--- src/sv/rma_pkg.sv ---
package rma_pkg;

   localparam int REGIONS = 4;
   localparam int GRID_MAX = 64;
   localparam int GRID_BITS = $clog2(GRID_MAX);
   localparam int WIDTH_BITS = 7;
   localparam int TRAIN_BITS = 8;
   localparam int COUNT_BITS = 13;
   localparam int FIELD_BITS = 6;
   localparam int THRESH_BITS = 7;
   localparam int INDEX_BITS = 2;
   localparam int CSR_INDEX_BITS = 3;
   localparam int CSR_DATA_BITS = 32;
   localparam int PENDING_BITS = $clog2(REGIONS + 1);
   localparam logic [COUNT_BITS-1:0] COUNT_MAX = '1;
   localparam logic [THRESH_BITS:0] PERCENT_FULL = 8'd100;

   localparam logic [WIDTH_BITS-1:0] GRID_WIDTH_RESET = 7'd60;
   localparam logic [TRAIN_BITS-1:0] TRAINING_RESET = 8'd15;
   localparam logic [CSR_DATA_BITS-1:0] REGION_RESET = 32'h6400_0000;

   typedef enum logic [CSR_INDEX_BITS-1:0] {
      REG_GRID_WIDTH = 3'd0,
      REG_TRAINING   = 3'd1,
      REG_REGION0    = 3'd2
   } reg_index_type;

   typedef enum logic [1:0] {
      ST_UNSET     = 2'd0,
      ST_TRAINING  = 2'd1,
      ST_NO_MOTION = 2'd2,
      ST_MOTION    = 2'd3
   } status_type;

   typedef struct packed {
      logic                   enable;
      logic [THRESH_BITS-1:0] thresh;
      logic [FIELD_BITS-1:0]  end_row;
      logic [FIELD_BITS-1:0]  end_col;
      logic [FIELD_BITS-1:0]  start_row;
      logic [FIELD_BITS-1:0]  start_col;
   } region_type;

   // block position and per-block control broadcast to every cell
   typedef struct packed {
      logic [GRID_BITS-1:0] column;
      logic [GRID_BITS-1:0] row;
      logic                 clear;
      logic                 count_en;
      logic                 capture;
   } block_type;

   // output chain control
   typedef struct packed {
      logic load;
      logic shift;
   } chain_type;

endpackage

--- src/sv/region_motion_alarm.sv ---
// Region motion alarm: takes one motion-grid block per cycle in raster order (req_tlast marks
// the last block of a frame) and keeps block and clear-block counts for four rectangular
// regions in a row of region cells. A frame end snapshots the counts; every cell judges
// its region from the snapshot, and once the chain is free the statuses load into a shift
// chain and leave region 0 first, one per cycle while rsp_tready is high, on the rsp channel
// with rsp_tlast on region 3. Blocks that do not end a frame are taken every cycle; a frame
// end is taken once the snapshot stage is free.
module region_motion_alarm
   import rma_pkg::*;
(
   input  logic                      clock,
   input  logic                      reset,
   input  logic                      req_tvalid,
   output logic                      req_tready,
   input  logic [7:0]                req_tdata,   // [0] flag_clear
   input  logic                      req_tuser,   // [0] frame_restart
   input  logic                      req_tlast,   // frame_end
   output logic                      rsp_tvalid,
   input  logic                      rsp_tready,
   output logic [7:0]                rsp_tdata,   // [1:0] region_status
   output logic [INDEX_BITS-1:0]     rsp_tuser,   // [1:0] region_index
   output logic                      rsp_tlast,   // last_region
   input  logic                      csr_valid,
   output logic                      csr_ready,
   input  logic [CSR_INDEX_BITS-1:0] csr_index,
   input  logic [CSR_DATA_BITS-1:0]  csr_data
);

   logic [WIDTH_BITS-1:0]   grid_width_ff;
   logic [TRAIN_BITS-1:0]   training_ff;
   region_type              region_ff [REGIONS];
   logic                    snap_valid_ff, snap_valid_in;
   logic                    training_snap_ff;
   logic [PENDING_BITS-1:0] pending_ff, pending_in;
   logic                    accept;
   logic                    capture;
   logic                    training_now;
   logic [GRID_BITS-1:0]    column;
   logic [GRID_BITS-1:0]    row;
   block_type               blk;
   chain_type               chain;
   status_type              link [REGIONS+1];
   logic [INDEX_BITS-1:0]   out_index;

   // configuration
   assign csr_ready = 1'b1;

   always_ff @(posedge clock) begin
      if (reset) begin
         grid_width_ff <= GRID_WIDTH_RESET;
         training_ff <= TRAINING_RESET;
         for (int r = 0; r < REGIONS; r++) begin
            region_ff[r] <= region_type'(REGION_RESET);
         end
      end else if (csr_valid) begin
         if (csr_index == REG_GRID_WIDTH) begin
            grid_width_ff <= csr_data[WIDTH_BITS-1:0];
         end else if (csr_index == REG_TRAINING) begin
            training_ff <= csr_data[TRAIN_BITS-1:0];
         end
         for (int r = 0; r < REGIONS; r++) begin
            if (csr_index == CSR_INDEX_BITS'(int'(REG_REGION0) + r)) begin
               region_ff[r] <= region_type'(csr_data);
            end
         end
      end
   end

   // output chain control
   assign chain.shift = rsp_tvalid && rsp_tready;
   assign chain.load = snap_valid_ff &&
                       ((pending_ff == '0) ||
                        ((pending_ff == PENDING_BITS'(1)) && rsp_tready));

   // a frame end needs the snapshot stage free; other blocks always go through
   assign req_tready = !req_tlast || !snap_valid_ff || chain.load;
   assign accept = req_tvalid && req_tready;
   assign capture = accept && req_tlast;

   always_comb begin
      snap_valid_in = snap_valid_ff;
      if (capture) begin
         snap_valid_in = 1'b1;
      end else if (chain.load) begin
         snap_valid_in = 1'b0;
      end
   end

   always_comb begin
      pending_in = pending_ff;
      if (chain.load) begin
         pending_in = PENDING_BITS'(REGIONS);
      end else if (chain.shift) begin
         pending_in = pending_ff - 1'b1;
      end
   end

   always_ff @(posedge clock) begin
      if (reset) begin
         snap_valid_ff <= 1'b0;
         pending_ff <= '0;
      end else begin
         snap_valid_ff <= snap_valid_in;
         pending_ff <= pending_in;
      end
   end

   always_ff @(posedge clock) begin
      if (capture) begin
         training_snap_ff <= training_now;
      end
   end

   rma_tracker u_tracker (
      .clock           (clock),
      .reset           (reset),
      .accept          (accept),
      .restart         (req_tuser),
      .frame_end       (req_tlast),
      .grid_width      (grid_width_ff),
      .training_frames (training_ff),
      .column          (column),
      .row             (row),
      .training        (training_now)
   );

   assign blk.column = column;
   assign blk.row = row;
   assign blk.clear = req_tdata[0];
   assign blk.count_en = accept;
   assign blk.capture = req_tlast;

   assign link[REGIONS] = ST_UNSET;

   for (genvar r = 0; r < REGIONS; r++) begin : g_cell
      rma_cell u_cell (
         .clock    (clock),
         .reset    (reset),
         .blk      (blk),
         .region   (region_ff[r]),
         .training (training_snap_ff),
         .chain    (chain),
         .link_in  (link[r+1]),
         .link_out (link[r])
      );
   end

   assign out_index = INDEX_BITS'(REGIONS - int'(pending_ff));

   assign rsp_tvalid = pending_ff != '0;
   assign rsp_tdata = {6'b0, link[0]};
   assign rsp_tuser = out_index;
   assign rsp_tlast = pending_ff == PENDING_BITS'(1);

endmodule

--- src/sv/rma_tracker.sv ---
module rma_tracker
   import rma_pkg::*;
(
   input  logic                  clock,
   input  logic                  reset,
   input  logic                  accept,
   input  logic                  restart,
   input  logic                  frame_end,
   input  logic [WIDTH_BITS-1:0] grid_width,
   input  logic [TRAIN_BITS-1:0] training_frames,
   output logic [GRID_BITS-1:0]  column,
   output logic [GRID_BITS-1:0]  row,
   output logic                  training
);

   logic [GRID_BITS-1:0]  column_ff, column_in;
   logic [GRID_BITS-1:0]  row_ff, row_in;
   logic [TRAIN_BITS-1:0] frames_ff, frames_in;
   logic [TRAIN_BITS-1:0] frames_now;
   logic [WIDTH_BITS-1:0] eff_width;
   logic [WIDTH_BITS-1:0] column_next;
   logic                  first;

   assign first = (column_ff == '0) && (row_ff == '0);

   always_comb begin
      if (grid_width == '0) begin
         eff_width = WIDTH_BITS'(1);
      end else if (grid_width > WIDTH_BITS'(GRID_MAX)) begin
         eff_width = WIDTH_BITS'(GRID_MAX);
      end else begin
         eff_width = grid_width;
      end
   end

   // frame counter as seen by this block, after the frame-start update
   always_comb begin
      frames_now = frames_ff;
      if (first) begin
         if (restart) begin
            frames_now = '0;
         end else if (frames_ff < training_frames) begin
            frames_now = frames_ff + 1'b1;
         end
      end
   end

   assign column_next = WIDTH_BITS'(column_ff) + 1'b1;

   always_comb begin
      column_in = column_ff;
      row_in = row_ff;
      frames_in = frames_ff;
      if (accept) begin
         frames_in = frames_now;
         if (frame_end) begin
            column_in = '0;
            row_in = '0;
         end else if (column_next >= eff_width) begin
            column_in = '0;
            if (row_ff != GRID_BITS'(GRID_MAX - 1)) begin
               row_in = row_ff + 1'b1;
            end
         end else begin
            column_in = column_next[GRID_BITS-1:0];
         end
      end
   end

   always_ff @(posedge clock) begin
      if (reset) begin
         column_ff <= '0;
         row_ff <= '0;
         frames_ff <= '0;
      end else begin
         column_ff <= column_in;
         row_ff <= row_in;
         frames_ff <= frames_in;
      end
   end

   assign column = column_ff;
   assign row = row_ff;
   assign training = frames_now < training_frames;

endmodule

--- src/sv/rma_cell.sv ---
module rma_cell
   import rma_pkg::*;
(
   input  logic       clock,
   input  logic       reset,
   input  block_type  blk,
   input  region_type region,
   input  logic       training,
   input  chain_type  chain,
   input  status_type link_in,
   output status_type link_out
);

   logic [COUNT_BITS-1:0] total_ff, total_in, total_upd;
   logic [COUNT_BITS-1:0] clear_ff, clear_in, clear_upd;
   logic [COUNT_BITS-1:0] snap_total_ff, snap_clear_ff;
   status_type            link_ff, link_in_next;
   status_type            judged;
   logic                  in_region;
   logic [19:0]           lhs;
   logic signed [7:0]     factor;
   logic signed [21:0]    rhs;

   assign in_region = (blk.column >= GRID_BITS'(region.start_col)) &&
                      (blk.column <= GRID_BITS'(region.end_col)) &&
                      (blk.row >= GRID_BITS'(region.start_row)) &&
                      (blk.row <= GRID_BITS'(region.end_row));

   always_comb begin
      total_upd = total_ff;
      clear_upd = clear_ff;
      if (in_region) begin
         if (total_ff != COUNT_MAX) begin
            total_upd = total_ff + 1'b1;
         end
         if (blk.clear && (clear_ff != COUNT_MAX)) begin
            clear_upd = clear_ff + 1'b1;
         end
      end
   end

   always_comb begin
      total_in = total_ff;
      clear_in = clear_ff;
      if (blk.count_en) begin
         if (blk.capture) begin
            total_in = '0;
            clear_in = '0;
         end else begin
            total_in = total_upd;
            clear_in = clear_upd;
         end
      end
   end

   always_ff @(posedge clock) begin
      if (reset) begin
         total_ff <= '0;
         clear_ff <= '0;
      end else begin
         total_ff <= total_in;
         clear_ff <= clear_in;
      end
   end

   always_ff @(posedge clock) begin
      if (blk.count_en && blk.capture) begin
         snap_total_ff <= total_upd;
         snap_clear_ff <= clear_upd;
      end
   end

   // clear*100 > total*(100-threshold), signed on the right
   assign lhs = 20'(snap_clear_ff) * 20'd100;
   assign factor = $signed(PERCENT_FULL) - $signed({1'b0, region.thresh});
   assign rhs = 22'($signed({1'b0, snap_total_ff})) * 22'(factor);

   always_comb begin
      if (!region.enable) begin
         judged = ST_UNSET;
      end else if (training) begin
         judged = ST_TRAINING;
      end else if ($signed({2'b00, lhs}) > rhs) begin
         judged = ST_MOTION;
      end else begin
         judged = ST_NO_MOTION;
      end
   end

   always_comb begin
      link_in_next = link_ff;
      if (chain.load) begin
         link_in_next = judged;
      end else if (chain.shift) begin
         link_in_next = link_in;
      end
   end

   always_ff @(posedge clock) begin
      link_ff <= link_in_next;
   end

   assign link_out = link_ff;

endmodule
--- config.mk ---
export PLATFORM = sky130hd
export DESIGN_NAME = region_motion_alarm
export DESIGN_NICKNAME = d
export VERILOG_FILES = /design/src/sv/rma_pkg.sv /design/src/sv/region_motion_alarm.sv /design/src/sv/rma_tracker.sv /design/src/sv/rma_cell.sv
export SDC_FILE = /design/constraint.sdc
export NUM_CORES = 2
export LEC_CHECK = 0
export BUFFER_PORTS_ARGS = -buffer_cell sky130_fd_sc_hd__buf_2
export CAP_MARGIN = 20
export CORE_MARGIN = 2
export CORE_UTILIZATION = 61
export CTS_CLUSTER_DIAMETER = 30
export DETAILED_ROUTE_END_ITERATION = 7
export PLACE_DENSITY = 0.78
export REMOVE_ABC_BUFFERS = 1
export SLEW_MARGIN = 15
export SYNTH_ARGS = -nofsm -noshare
export SYNTH_HDL_FRONTEND = slang
export SYNTH_HIERARCHICAL = 1
export SYNTH_SLANG_ARGS = --single-unit
--- constraint.sdc ---
create_clock -name clock -period 16.2 [get_ports clock]
set_input_delay 3.24 -clock clock [delete_from_list [all_inputs] [get_ports clock]]
set_output_delay 3.24 -clock clock [all_outputs]
set_load 0.02 [all_outputs]
=== Word level (Yosys, flattened, before mapping) ===
Memories as Yosys holds them, arrays and structs flattened.
Cells that the tools add are included.

* Flip-flop bits (word level): 256
* Memory bits (writable): 128
* Output and inout port bits: 14
* Memories kept: 1

{| class="wikitable"
|+ Memories
! memory !! words !! bits a word !! read ports !! clocked after memory_dff !! wr ports !! line !! RTL
|-
| region_ff || 4 || 32 || 4 || 0 || 4 || region_motion_alarm.sv:31 || <nowiki>region_type region_ff [REGIONS];</nowiki>
|}

* $add $sub $neg: 17
* $mul: 8
* $lt $le $gt $ge: 24
* Eq/ne operators: 15
* Multiplexer cells: 80
* Bitwise logic cells: 5
* Reductions and logical operators: 41

{| class="wikitable"
|+ Operators by type and width
! operator !! number
|-
| 2-to-1 mux 13 bit || 24
|-
| 2-to-1 mux 32 bit || 4
|-
| adder 13 x 1 -> 13 bit (second input constant) || 8
|-
| != test 13 bit (second input constant) || 8
|-
| greater-than comparator 21 x 22 -> 1 bit || 4
|-
| multiplier 14 x 8 -> 22 bit || 4
|-
| multiplier 13 x 5 -> 18 bit (second input constant) || 4
|-
| greater-or-equal comparator 6 bit || 8
|-
| <= comparator 6 bit || 8
|-
| 2-to-1 mux 2 bit || 16
|-
| subtractor 7 x 7 -> 8 bit (first input constant) || 4
|-
| 2-to-1 mux 6 bit || 5
|-
| 2-to-1 mux 1 bit || 24
|-
| 2-to-1 mux 8 bit || 3
|-
| logical AND 1 bit || 22
|-
| < comparator 8 bit || 2
|-
| 2-to-1 mux 7 bit || 2
|-
| logical NOT 6 bit || 2
|-
| adder 8 x 1 -> 8 bit (second input constant) || 1
|-
| nonzero test 2 bit || 4
|-
| adder 6 x 1 -> 7 bit (second input constant) || 1
|-
| greater-or-equal comparator 7 bit || 1
|-
| greater-than comparator 7 bit (second input constant) || 1
|-
| logical NOT 7 bit || 1
|-
| 17 further kinds || 29
|}

=== Logic depth before layout (Yosys ltp) ===
* Word-level depth: 8
* Mapped depth: 34

=== By module ===
The synthesis kept the hierarchy.

{| class="wikitable"
|+ By module, submodules not included
! module !! times used !! cells an instance !! area each (um2)
|-
| rma_cell at g_cell[1].u_cell || 1 || 984 || 8,560.7
|-
| rma_cell at g_cell[0].u_cell || 1 || 988 || 8,538.2
|-
| rma_cell at g_cell[2].u_cell || 1 || 980 || 8,524.4
|-
| rma_cell at g_cell[3].u_cell || 1 || 964 || 8,354.3
|-
| region_motion_alarm || 1 || 374 || 5,710.5
|-
| rma_tracker || 1 || 225 || 1,764.2
|}

=== Worst setup path after synthesis ===
No wires, ideal clock.

* Path kind: reg2reg
* Start point: memory region_ff[3][24] (netlist name)
* End point: register g_cell[3].u_cell.link_ff[0], data pin
* Arrival time: 6,782 ps
* Required time: 15,934 ps
* Path slack: 9,152 ps
* Cell stages (with the launch flop): 34
* Path buffers: 2
* Clock period less this slack: 7,048 ps
* Cell sequence: edfxtp_1 -> clkbuf_1 -> inv_1 -> ha_1 -> inv_1 -> a21oi_1 -> nand2b_1 -> nand2_1 -> xor2_1 -> clkbuf_1 -> nand2_1 -> fa_1 -> fa_1 -> inv_1 -> fa_1 -> inv_1 -> fa_1 -> inv_1 -> ha_1 -> o211ai_1 -> o21ai_0 -> o311a_1 -> o41ai_1 -> o21ba_2 -> xor2_1 -> ha_1 -> a21o_1 -> a211oi_1 -> inv_1 -> a2111oi_0 -> o311a_1 -> o21ai_0 -> nand3_1 -> o211ai_1

{| class="wikitable"
|+ RTL lines
! what !! line !! RTL
|-
| start, declared || region_motion_alarm.sv:31 ||
|-
| end signal, assigned || rma_cell.sv:100 || <nowiki>link_ff <= link_in_next;</nowiki>
|-
| end, declared || rma_cell.sv:17 || <nowiki>status_type link_ff, link_in_next;</nowiki>
|}

==> results list <==
- In the global route stage, overall resource usage came out at 0.2584.
- Number of enable flip-flop cells after synthesis: 241
* WP data arrival: 8.52 ns
* Hold Violations, Final: 0
* End-of-flow core utilization: 0.6648
- Fillcell total: 5195
- CP bufs+invs: 4
- Final worst clock skew: 0.01821 ns
* Worst skew pair latency: 0.62 ns
* Family of cells with the greatest summed delay on the critical path: adder cells
* Yosys reg bits: 384
- During placement, the flow inserted port buffers numbering 49.
- Cell at the slowest stage of the critical path: sky130_fd_sc_hd__xor2_1
* Proportion of register bits with asynchronous set or reset after synthesis: 0
- Cts hold-fix bufs: 0
- Slew of the pin with the lowest slew margin: 1.066 ns
- For this design the top-level I/O count stands at 64.
- After layout, the design draws a total of 5431 uW.
* Kind of critical path: reg2reg
- Final Cycle Share: 0.5012
- Cell at the root of the clock tree: sky130_fd_sc_hd__clkbuf_16
* Int Pwr: ~3200 uW
* Router iterations before antenna repair: 5
* Worst-case headroom to the max-slew limit: 0.2873
- Residual antenna-violating net count after detailed routing: 0
- Remaining Overflow, GRT: 0
- Crit-path max cell delay: 0.82 ns
* Placer Congestion: ~0.86
- The floorplan step set the die height to 264.7 um.
- Final hold analysis gives a worst-case slack of 0.4600 ns.
- Max-cap violation count: 0
- Setup repair after global routing left no endpoint under its margin.
- Switching share of power: 0.4107
- Die outline area: 70060 um2
- Data on the critical path is required at its endpoint by between 15 and 20 ns.
- CTS tree: yes
- Yosys mapped the design onto 112 distinct sky130hd cell types.
* First-pass GRT wire length: 150.3 mm
* Portion of total power attributed to the clock network: 0.245
- The initial utilization of the core area, before any placement, comes to 0.6161.
* Hold crit path type: reg2reg
- Number of nets at the end of the flow: 5488
* Psw: 2230 uW
- Among all flip-flop cells after synthesis, the most frequent one is sky130_fd_sc_hd__edfxtp_1.
- For this run, the register share of the synthesized area comes to 0.2436.
- Post-CTS resize count: 0
* Most frequent standard cell in the layout excluding fill and tap cells: sky130_fd_sc_hd__inv_1
- Sink Count: 384
* Post-CTS Repair Setup Buffers: 0
- Entering global routing, the biggest net connects 58 pins.
* Minimum setup slack among reg-to-reg paths: 8.08 ns
- The routed design has 88.94 mm of wire.
- Of the total power, registers draw 0.207.
- Startpoint class of the critical path: flop
* Total Negative Setup Slacks: 0 ns
* Number of buffers inserted during clock tree synthesis: 61
- Of all nets on the critical path, the largest fanout is 15.
* Average detailed-routed wire length per instance: between 15 and 20 um
* DP HPWL: 67.60 mm
- Die X: 264.7 um
- After floorplanning, the core was sized to cover approximately 67000 um2.
- Setup violators final: 0
- Number of violations reported at the end of detailed-routing iteration 0: 1775
- The H-tree was split into 2 levels.
- Post-layout minimum cycle time: 8.120 ns
- Run status: complete, no violations
* Syn. warnings: 6
- Summing all non-filler instances in the final layout gives an area of 44720 um2.
- In the synthesized netlist, the number of instances is 4515.
* Combinational share of power: 0.548
- Most frequent cells in the layout: 760 x sky130_fd_sc_hd__inv_1, 593 x sky130_fd_sc_hd__ha_1, 382 x sky130_fd_sc_hd__and2_1, 308 x sky130_fd_sc_hd__nand2_1, 300 x sky130_fd_sc_hd__fa_1
- Total number of vias: 31190
- Pleak: 0.02126 uW
* Std cell rows: 95
- Max Fclk: 123.2 MHz
* Endpoint class of the critical path: flop
* Drt drc: 0
- After detailed routing, the number of vias per cell comes to between 5 and 6.
- Post-synthesis average cell area: between 9 and 10 um2
- Standard cell area after detailed placement: approximately 42000 um2
- Syn-to-layout area delta: 7.890%
* Peak supply drop: approximately 0.13 mV
- The number of global-route vias before repair is 31234.
- Antenna violations before repair: 17
* Max Transition Viols Final: 0
- Deepest clock path buffer count: 3
* Total power per unit cell area: 121.4 nW/um2
* Share of cells above drive strength 1: 0.06832
* Clock Pin Slew Worst Setup and Hold Paths: 0.06 ns
- The synthesized netlist occupies a cell area of 41450 um2.
## per-layer routing
layer / track usage / share of wire
met1: 0.3401 / 0.44
met2: 0.4469 / 0.48
met3: 0.03446 / 0.053
met4: 0.07329 / 0.022
met5: 0 / 0.0017
## synthesized netlist by cell type (all sizes together) (21+ instances only)
cell	instances	area, um2
a211oi	24	197.7
a21o	60	454.2
a21oi	210	1062
a31oi	51	319.1
a41oi	24	210.2
and2	388	2432
and3	48	332.8
and4	21	195.2
buf	38	241.5
clkbuf	86	354.1
dfxtp	143	2863
edfxtp	241	7237
fa	300	6006
ha	593	7420
inv	760	2853
mux2i	22	220.2
nand2	314	1204
nand2b	50	312.8
nand3	98	538.0
nand4	47	312.8
nor2	203	769.5
nor2b	32	200.2
nor3	53	296.5
o21ai	162	810.8
or2	34	215.2
or3	40	252.7
or4	27	202.7
xnor2	139	1217
xor2	89	779.5
## final cells by class
type	count	area (um2)	share of cell area
well taps	873	1092	0.02442
repair buffers	86	565.5	0.01265
clock buffers	68	1573	0.03517
flip-flops and latches	384	10100	0.2258
clock inverters	46	554.3	0.01239
diodes	3	7.507	0.0001679
inverters	760	2853	0.06379
multi-input cells	3252	27980	0.6256
## power by group through the flow
stage	clock network [uW]	logic [uW]	registers, uW
after floorplan	0	2320	1130
after global placement	0	2870	1140
after detailed placement	0	2950	1140
after CTS	1350	2980	1120
after global routing	1390	3430	1130
final	1330	2980	1120
## state kept, by name (all words and copies together) (netlist names)
name	flops
u_tracker/row	6
grid_width_ff	7
u_tracker/column	6
g_cell.u_cell/link_out	8
training_ff	8
training_snap_ff	1
g_cell.u_cell/clear_ff	52
region_ff	128
snap_valid_ff	1
g_cell.u_cell/total_ff	52
g_cell.u_cell/snap_total_ff	52
g_cell.u_cell/snap_clear_ff	52
u_tracker/frames_ff	8
pending_ff	3
## path summary, 6_finish.rpt
check                                     start                            end  depth (start not counted)
hold reg to reg   g_cell[3].u_cell/clear_ff[10]  g_cell[3].u_cell/clear_ff[10]                          1
hold / removal    g_cell[3].u_cell/clear_ff[10]  g_cell[3].u_cell/clear_ff[10]                          1
setup / recovery               region_ff[2][24]   g_cell[2].u_cell/link_out[0]                         27
setup reg to reg               region_ff[2][24]   g_cell[2].u_cell/link_out[0]                         27
## stage by stage
stage               worst slack (ns)  std cells
global placement               7.959       5348
detailed placement             7.774       5348
CTS                            7.753       5462
global route                   7.388       5470
floorplan                      9.189       4396
finish                         8.080       5472
## kinds of logic after synthesis
logic type,synth area share
AND/OR/NAND/NOR,0.1850
adder cells (fa/ha/maj),0.3239
buffers and inverters,0.08370
AO/OA/AOI/OAI,0.1088
flip-flops,0.2436
XOR/XNOR,0.04817
multiplexers,0.006671
other,0.0001812
No activity file was read; power rests on OpenSTA's default activity.
